<file path="src/rtl/fbc_pkg.sv">
// Package for frustum_box_cull: shared constants, widths and types.
// No dependencies.
`default_nettype none
package fbc_pkg;
  localparam int CHUNK_SIZE     = 32;
  localparam int COEF_FRAC_BITS = 16;
  localparam int COORD_W        = 16;
  localparam int ELEM_W         = 32;
  localparam int COEF_W         = ELEM_W + 1;
  localparam int PV_W           = COORD_W + $clog2(CHUNK_SIZE) + 2;
  localparam int PROD_W         = COEF_W + PV_W;
  localparam int DOT_W          = 64;
  localparam int S_DATA_W       = 88;
  localparam int M_DATA_W       = 8;

  localparam logic CMD_LOAD = 1'b0;
  localparam logic CMD_TEST = 1'b1;

  typedef logic [15:0][ELEM_W-1:0] mat_t;

  typedef struct packed {
    logic                      valid;
    logic signed [COORD_W-1:0] x;
    logic signed [COORD_W-1:0] y;
    logic signed [COORD_W-1:0] z;
  } q_word_t;

  typedef struct packed {
    logic pop;
    logic busy;
  } back_stat_t;
endpackage
`default_nettype wire

</file>
<file path="src/rtl/fbc_front.sv">
// Front end: accepts words, holds the matrix store and a two-entry test queue.
// Depends on fbc_pkg.
`default_nettype none
module fbc_front (
  input  wire logic                          clk_i,
  input  wire logic                          rst_ni,
  input  wire logic                          s_valid_i,
  output logic                               s_ready_o,
  input  wire logic                          cmd_i,
  input  wire logic [fbc_pkg::S_DATA_W-1:0]  data_i,
  input  wire fbc_pkg::back_stat_t           stat_i,
  output fbc_pkg::q_word_t                   q_o,
  output fbc_pkg::mat_t                      mat_o
);
  fbc_pkg::mat_t mat_q;
  logic [1:0][3*fbc_pkg::COORD_W-1:0] fifo_q;
  logic       wr_q, rd_q;
  logic [1:0] cnt_q;
  logic       acc, push, pop;

  // loads wait until no test depends on the old matrix
  assign s_ready_o = (cmd_i == fbc_pkg::CMD_TEST) ? (cnt_q != 2'd2)
                   : ((cnt_q == 2'd0) && !stat_i.busy);
  assign acc  = s_valid_i && s_ready_o;
  assign push = acc && (cmd_i == fbc_pkg::CMD_TEST);
  assign pop  = stat_i.pop;

  always_ff @(posedge clk_i or negedge rst_ni) begin
    if (!rst_ni) begin
      mat_q <= '0;
      wr_q  <= 1'b0;
      rd_q  <= 1'b0;
      cnt_q <= 2'd0;
    end else begin
      if (acc && (cmd_i == fbc_pkg::CMD_LOAD)) begin
        mat_q[{data_i[1:0], data_i[3:2]}] <= data_i[35:4];
      end
      if (push) begin
        wr_q <= !wr_q;
      end
      if (pop) begin
        rd_q <= !rd_q;
      end
      cnt_q <= cnt_q + {1'b0, push} - {1'b0, pop};
    end
  end

  always_ff @(posedge clk_i) begin
    if (push) begin
      fifo_q[wr_q] <= data_i[83:36];
    end
  end

  always_comb begin
    q_o.valid = (cnt_q != 2'd0);
    q_o.x     = fifo_q[rd_q][15:0];
    q_o.y     = fifo_q[rd_q][31:16];
    q_o.z     = fifo_q[rd_q][47:32];
  end
  assign mat_o = mat_q;
endmodule
`default_nettype wire

</file>
<file path="config.mk">
export PLATFORM = sky130hd
export DESIGN_NAME = fbc_front
export DESIGN_NICKNAME = d
export VERILOG_FILES = /design/src/rtl/fbc_pkg.sv /design/src/rtl/fbc_front.sv
export SDC_FILE = /design/constraint.sdc
export NUM_CORES = 1
export LEC_CHECK = 0
export ABC_AREA = 1
export BUFFER_PORTS_ARGS = -buffer_cell sky130_fd_sc_hd__buf_4
export CAP_MARGIN = 40
export CORE_AREA = 2 2 255 257
export CTS_BUF_LIST = sky130_fd_sc_hd__clkbuf_16
export CTS_CLUSTER_SIZE = 16
export DETAILED_ROUTE_END_ITERATION = 7
export DIE_AREA = 0 0 257 259
export PLACE_DENSITY = 0.74
export SLEW_MARGIN = 5
export SYNTH_ARGS = -nofsm -noshare
export SYNTH_HDL_FRONTEND = slang
export SYNTH_SLANG_ARGS = --single-unit
</file>
<file path="constraint.sdc">
create_clock -name clk_i -period 6.95 [get_ports clk_i]
set_input_delay 1.0425 -clock clk_i [delete_from_list [all_inputs] [get_ports clk_i]]
set_output_delay 1.0425 -clock clk_i [all_outputs]
set_load 0.05 [all_outputs]
</file>
==> metrics.cfg, run 1 <==
[run_status]
status = finished, final reports clean

[floorplanning]
rows = 93
initial_core_util_pct = 42.66
die_x_microns = 257
die_area_sq_um = 66560
die_height_microns = 259
num_io_pins = 656
core_sq_um = 63880

[final_layout]
fill_cells = 5591
syn2layout_area_growth_pct = 28.13
final_cells = 4444
drive_gt1_share_pct = 23.87
nets = 3637
multi_input_comb_area_sq_um = 8578
regArea_sq_um = 15800

[worst_setup_path]
crit_chain = buf_4 -> mux2_2 -> buf_4
arrival_ns = 2.31
critPathSlowestCell = buf_4
crit_family = buffers and inverters
path_buf_inv = 2
max_stage_delay_ns = 0.52
crit_path_end_kind = primary output
start_kind = register
crit_required_ns = 5.91
path_max_fanout = 40
criticalPathCategory = reg2out
path_common_cell = buf_4

[synthesis]
syn_area_per_cell_sq_um = 9.088
synthXorXnorAreaFrac_pct = 0.1285
synth-compound-area-share_pct = 14.10
ys_ff_latch = 612
synth_fa_ha_area_share_pct = 0.09182
synth_nets = 3095
syn_area_sq_um = 27250
synth-simple-area-share_pct = 14.94
ys_types = 17
muxShareOfSynthArea_pct = 1.983
syn_inst = 2999
yosys_warnings = 0
synth_top_family_by_area = simple AND/OR/NAND/NOR gates
seq_area_frac_synth_pct = 57.96

[routing]
final_antenna_net_count = 0
wl_per_cell_microns = 20.92
remaining_drc_errors = 0
wl_microns = 92950
drt-initial-drc-count = 2513
drt-pass1-iter-count = 6
vias_per_cell = 4.919
vias = 21860

[grt]
grt.total_usage_pct = 27.38
grt_pass1_vias = 21160
grt_pass1_wl_microns = 138500
grt_max_degree = 168
grt.overflow.total = 0
grt_antenna_before_repair = 1

[timing]
slew_headroom_pct = 21.92
fin_tns_setup_ns = 0
hold_viol = 0
clock.fmax_mhz = 298.2
fin_crit_sh_pct = 48.25
finalCriticalPeriod_ns = 3.354
rsz0062_at_grt = false
finalSetupViolations = 0
clock_skew_ns = 0.03317
tightest_slew_ns = 1.171
slew_violations = 0

[clock_tree]
clk_pin_slew_ns = 0.06
cts_hold_buf = 0
cts_resized = 0
cts_sinks = 612
cts_buffer_depth = 3
cts_root_buf = clkbuf_16
cts_setup_buffers = 0
clk_latency_ns = 0.62
cts_tree = built
h-tree-depth = 3
cts_buffers = 67

[flow_run]
maxCapViolations = 0

[placed_design]
place_inst = 4327
routabilityCongestion = 0.9164
detailed_place_hpwl_microns = 60250
port_buffers = 651

[min_path]
hp-class = in2async

[power_and_ir_drop]
pwr_density_cell_nw_per_um2 = 417.6
power.leakage_nw = 16.72
ir_drop_mv = 0.2372

[per-layer routing]
metal  track usage [%]  vias up  part of all wire [%]
li1                  -    10110                     -
met1             36.67    10530                    40
met2             42.64     1060                    46
met3             7.996      156                    11
met4             9.335        0                   3.1
met5                 0        -                     0
[Yosys cell counts]
| library cell | number | area [sq um] |
|---|---|---|
| nand4_2 | 1 | 12.51 |
| buf_2 | 104 | 520.5 |
| dfrtp_1 | 516 | 12910 |
| o21bai_1 | 512 | 3844 |
| xnor2_1 | 2 | 17.52 |
| mux2_2 | 48 | 540.5 |
| ha_1 | 2 | 25.02 |
| edfxtp_1 | 96 | 2883 |
| buf_4 | 1 | 7.510 |
| inv_1 | 525 | 1971 |
| nand2_1 | 1043 | 3915 |
| clkbuf_1 | 112 | 420.4 |
| xor2_1 | 2 | 17.52 |
| nor2_2 | 14 | 87.58 |
| nor2_1 | 14 | 52.55 |
| nand3_1 | 1 | 5.000 |
| buf_1 | 6 | 22.52 |
[power by group]
group | switching [mW] | internal (mW)
combinational | 4.37 | 1.79
sequential | 0.450 | 4.44
clock | 1.52 | 2.01
total | 6.34 | 8.24
[area by class of cell]
type                       instances  area share (%)
sequential                       612           45.24
multi-input combinational       1639           24.57
timing repair buffer             696           15.35
inverter                         525           5.643
clock buffer                      68           4.873
tap                              855           3.064
clock inverter                    46           1.247
antenna                            3         0.02150
[cell usage in the layout (no fill, tap or decap), types with 5 or more instances in the layout]
master / n
nand2_1: 1042
dfrtp_1: 515
buf_12: 7
o21bai_1: 512
inv_1: 542
nor2_1: 8
buf_4: 686
nor2_4: 7
clkinv_2: 5
edfxtp_1: 96
nor2_2: 13
clkbuf_16: 68
clkinv_1: 8
bufinv_16: 6
mux2_2: 48
[state kept, by name, indices dropped and copies added, names as in the netlist]
| register | cells |
|---|---|
| wr_q | 1 |
| mat_o | 512 |
| fifo_q | 96 |
| cnt_q | 2 |
| rd_q | 1 |
[worst paths after layout]
| path | start | to | slack, ns | cells past startpoint |
|---|---|---|---|---|
| worst max-delay path | rd_q | q_o[1] | 3.60 | 3 |
| worst min-delay path | rst_ni | mat_o[124] | 0.46 | 1 |
| worst max register to register | cnt_q[1] | mat_o[337] | 4.18 | 7 |
| worst min register to register | cnt_q[0] | cnt_q[0] | 0.56 | 1 |
| max in group asynchronous | rst_ni | rd_q | 4.80 | 2 |
| min in group clk_i | cnt_q[0] | cnt_q[0] | 0.56 | 1 |
[logic make-up after synthesis]
family | count (synthesis)
xor gates and xnor gates | 4
muxes | 48
buffers and inverters | 748
and+or+nand+nor | 1073
AOI/OAI and AO/OA | 512
adders and majority gates | 2
DFF | 612
[stage by stage]
stage	hold WS (ns)	total power [mW]	area [sq um]	utilization, %	setup slack (ns)
after floorplan	0.5235	9.055	27250	-	3.271
after global placement	0.5439	11.01	32640	51.09	3.479
after detailed placement	0.5494	11.08	32780	51.31	3.524
after CTS	0.4859	14.65	34910	54.65	3.548
after global routing	0.5297	15.17	34910	54.65	3.501
final	0.4647	14.58	34920	54.66	3.596
No activity file was read; power rests on OpenSTA's default activity.
==> run 2, diff against run 1 <==
--- a/config.mk
+++ b/config.mk
@@ -8,11 +8,11 @@
 export ABC_AREA = 1
 export BUFFER_PORTS_ARGS = -buffer_cell sky130_fd_sc_hd__buf_4
 export CAP_MARGIN = 40
-export CORE_AREA = 2 2 255 257
+export CORE_AREA = 2 2 256 258
 export CTS_BUF_LIST = sky130_fd_sc_hd__clkbuf_16
 export CTS_CLUSTER_SIZE = 16
 export DETAILED_ROUTE_END_ITERATION = 7
-export DIE_AREA = 0 0 257 259
+export DIE_AREA = 0 0 258 260
 export PLACE_DENSITY = 0.74
 export SLEW_MARGIN = 5
 export SYNTH_ARGS = -nofsm -noshare
==> constraint.sdc (replaced) <==
create_clock -name clk_i -period 3.3 [get_ports clk_i]
set_input_delay 0.495 -clock clk_i [delete_from_list [all_inputs] [get_ports clk_i]]
set_output_delay 0.495 -clock clk_i [all_outputs]
set_load 0.05 [all_outputs]
==> run 2 against run 1 <==
  * Core utilization is 0.19 points higher
  * Hold slack lost 0.40 ns
  * Sequential share of layout area decreased by 0.32 points
  * Setup slack worse by 3.0 ns
  * Final area grew 0.71%
  * Global-route usage is 0.12 points lower
==> metrics.cfg, run 2 (same netlist as run 1, synthesis figures left out) <==
[run_status]
status = finished, final reports clean

[power_and_ir_drop]
p_seq_share_pct = 33.8
power.leakage_nw = 16.85
ir_drop_mv = 0.5544
p_sw_mw = 13.35
pwr_density_cell_nw_per_um2 = 872.6
p_comb_share_pct = 42.3
intPower_mw = 17.34
clkPwrFrac_pct = 23.9
swShare_pct = 43.49

[routing]
wl_per_cell_microns = 20.85
remaining_drc_errors = 0
vias_per_cell = 4.960
drt-initial-drc-count = 2354
drt-pass1-iter-count = 5
final_antenna_net_count = 0
vias = 22150
wl_microns = 93110

[final_layout]
syn2layout_area_growth_pct = 29.04
fill_cells = 5591
final_cells = 4465
fin_util_pct = 54.85
drive_gt1_share_pct = 24.38
largest_register_ffs = 512
nets = 3657
regArea_sq_um = 15800
final_cell_mix = nand2_1, buf_4, inv_1, dfrtp_1, o21bai_1
final_common_cell = nand2_1
multi_input_comb_area_sq_um = 8578

[placed_design]
port_buffers = 651
place_inst = 4346
routabilityCongestion = 0.8867
pre_cts_slack_ns = 0.9921
detailed_place_hpwl_microns = 61940

[worst_setup_path]
critPathSlowestCell = dfrtp_2
arrival_ns = 2.17
reg2reg_depth = 7
crit_required_ns = 2.80
max_stage_delay_ns = 0.69
path_buf_inv = 2
path_max_fanout = 32
crit_path_end_kind = primary output
crit_family = flip-flops
worstReg2RegStart = cnt_q[1]
r2r_slack_ns = 1.01
cp-startpoint = rd_q
r2r_end = mat_o[410]
start_kind = register
criticalPathCategory = reg2out
crit_chain = buf_12 -> mux2_2 -> buf_4

[floorplanning]
num_io_pins = 656
die_x_microns = 258
die_height_microns = 260
die_area_sq_um = 67080
rows = 93
core_sq_um = 64120
initial_core_util_pct = 42.51

[clock_tree]
clk_pin_slew_ns = 0.06
h-tree-depth = 3
cts_buffers = 67
clk_latency_ns = 0.61
cts_buffer_depth = 3
cts_root_buf = clkbuf_16
cts_sinks = 612
cts_resized = 0
cts_tree = built

[timing]
slew_violations = 0
finalSetupViolations = 0
clock_skew_ns = 0.02411
finalCriticalPeriod_ns = 2.664
slew_headroom_pct = 46.19
tightest_slew_ns = 0.8071
hold_viol = 0
fin_crit_sh_pct = 80.72
rsz0062_at_grt = false
clock.fmax_mhz = 375.4
fin_ws_ns = 0.6363
fin_tns_setup_ns = 0

[grt]
grt.total_usage_pct = 27.26
grt_antenna_before_repair = 3
grt_pass1_wl_microns = 138300
grt.overflow.total = 0
grt_max_degree = 123
grt_pass1_vias = 21200

[min_path]
hp-class = in2reg
hp-start = stat_i[1]
hold_path_end = rd_q
whs_path_depth = 2

[flow_run]
maxCapViolations = 0

run 2: worst max-delay path by stage:
| stage | cells after the start | slack (ns) | to |
|---|---|---|---|
| global placement | 7 | 0.97 | mat_o[214] |
| global route | 3 | 0.52 | q_o[12] |
| finish | 3 | 0.64 | q_o[12] |
| detailed placement | 7 | 0.99 | mat_o[299] |
| floorplan | 2 | 0.17 | fifo_q[0] |
| CTS | 3 | 0.61 | q_o[33] |
run 2: timing repair:
action | in CTS | in global routing
hold buffers | 1 | 0
setup buffers | 0 | 0
endpoints found under the hold margin | 62 | 0
run 2: power by group through the flow:
stage	sequential (mW)	combinational (mW)	clock, mW
after CTS	10.4	13.0	7.46
final	10.4	13.0	7.35
after global placement	10.4	12.8	0
after global routing	10.5	13.6	7.78
after detailed placement	10.4	13.0	0
after floorplan	15.5	3.57	0
run 2: layout make-up:
| class | count | area share [%] |
|---|---|---|
| Antenna cell | 1 | 0.007116 |
| Clock buffer | 71 | 5.052 |
| Clock inverter | 46 | 1.039 |
| Inverter | 525 | 5.604 |
| Multi-Input combinational cell | 1639 | 24.39 |
| Sequential cell | 612 | 44.92 |
| Tap cell | 855 | 3.042 |
| Timing Repair Buffer | 716 | 15.95 |
run 2: stage by stage:
| stage | hold WS [ns] | cell area (sq um) | total power, mW |
|---|---|---|---|
| finish | 0.06691 | 35170 | 30.69 |
| global route | 0.03779 | 35170 | 31.92 |
| CTS | 0.02229 | 35170 | 30.83 |
| detailed placement | 0.5459 | 33010 | 23.41 |
| global placement | 0.5449 | 32930 | 23.24 |
| floorplan | 0.1994 | 27250 | 19.07 |
run 2: metal layers:
layer	vias to the layer above	share of wire [%]	GRT usage, %
li1	10150	-	-
met1	10760	41	36.57
met2	1069	46	42.23
met3	172	10	8.382
met4	4	2.9	8.879
met5	-	0.033	0
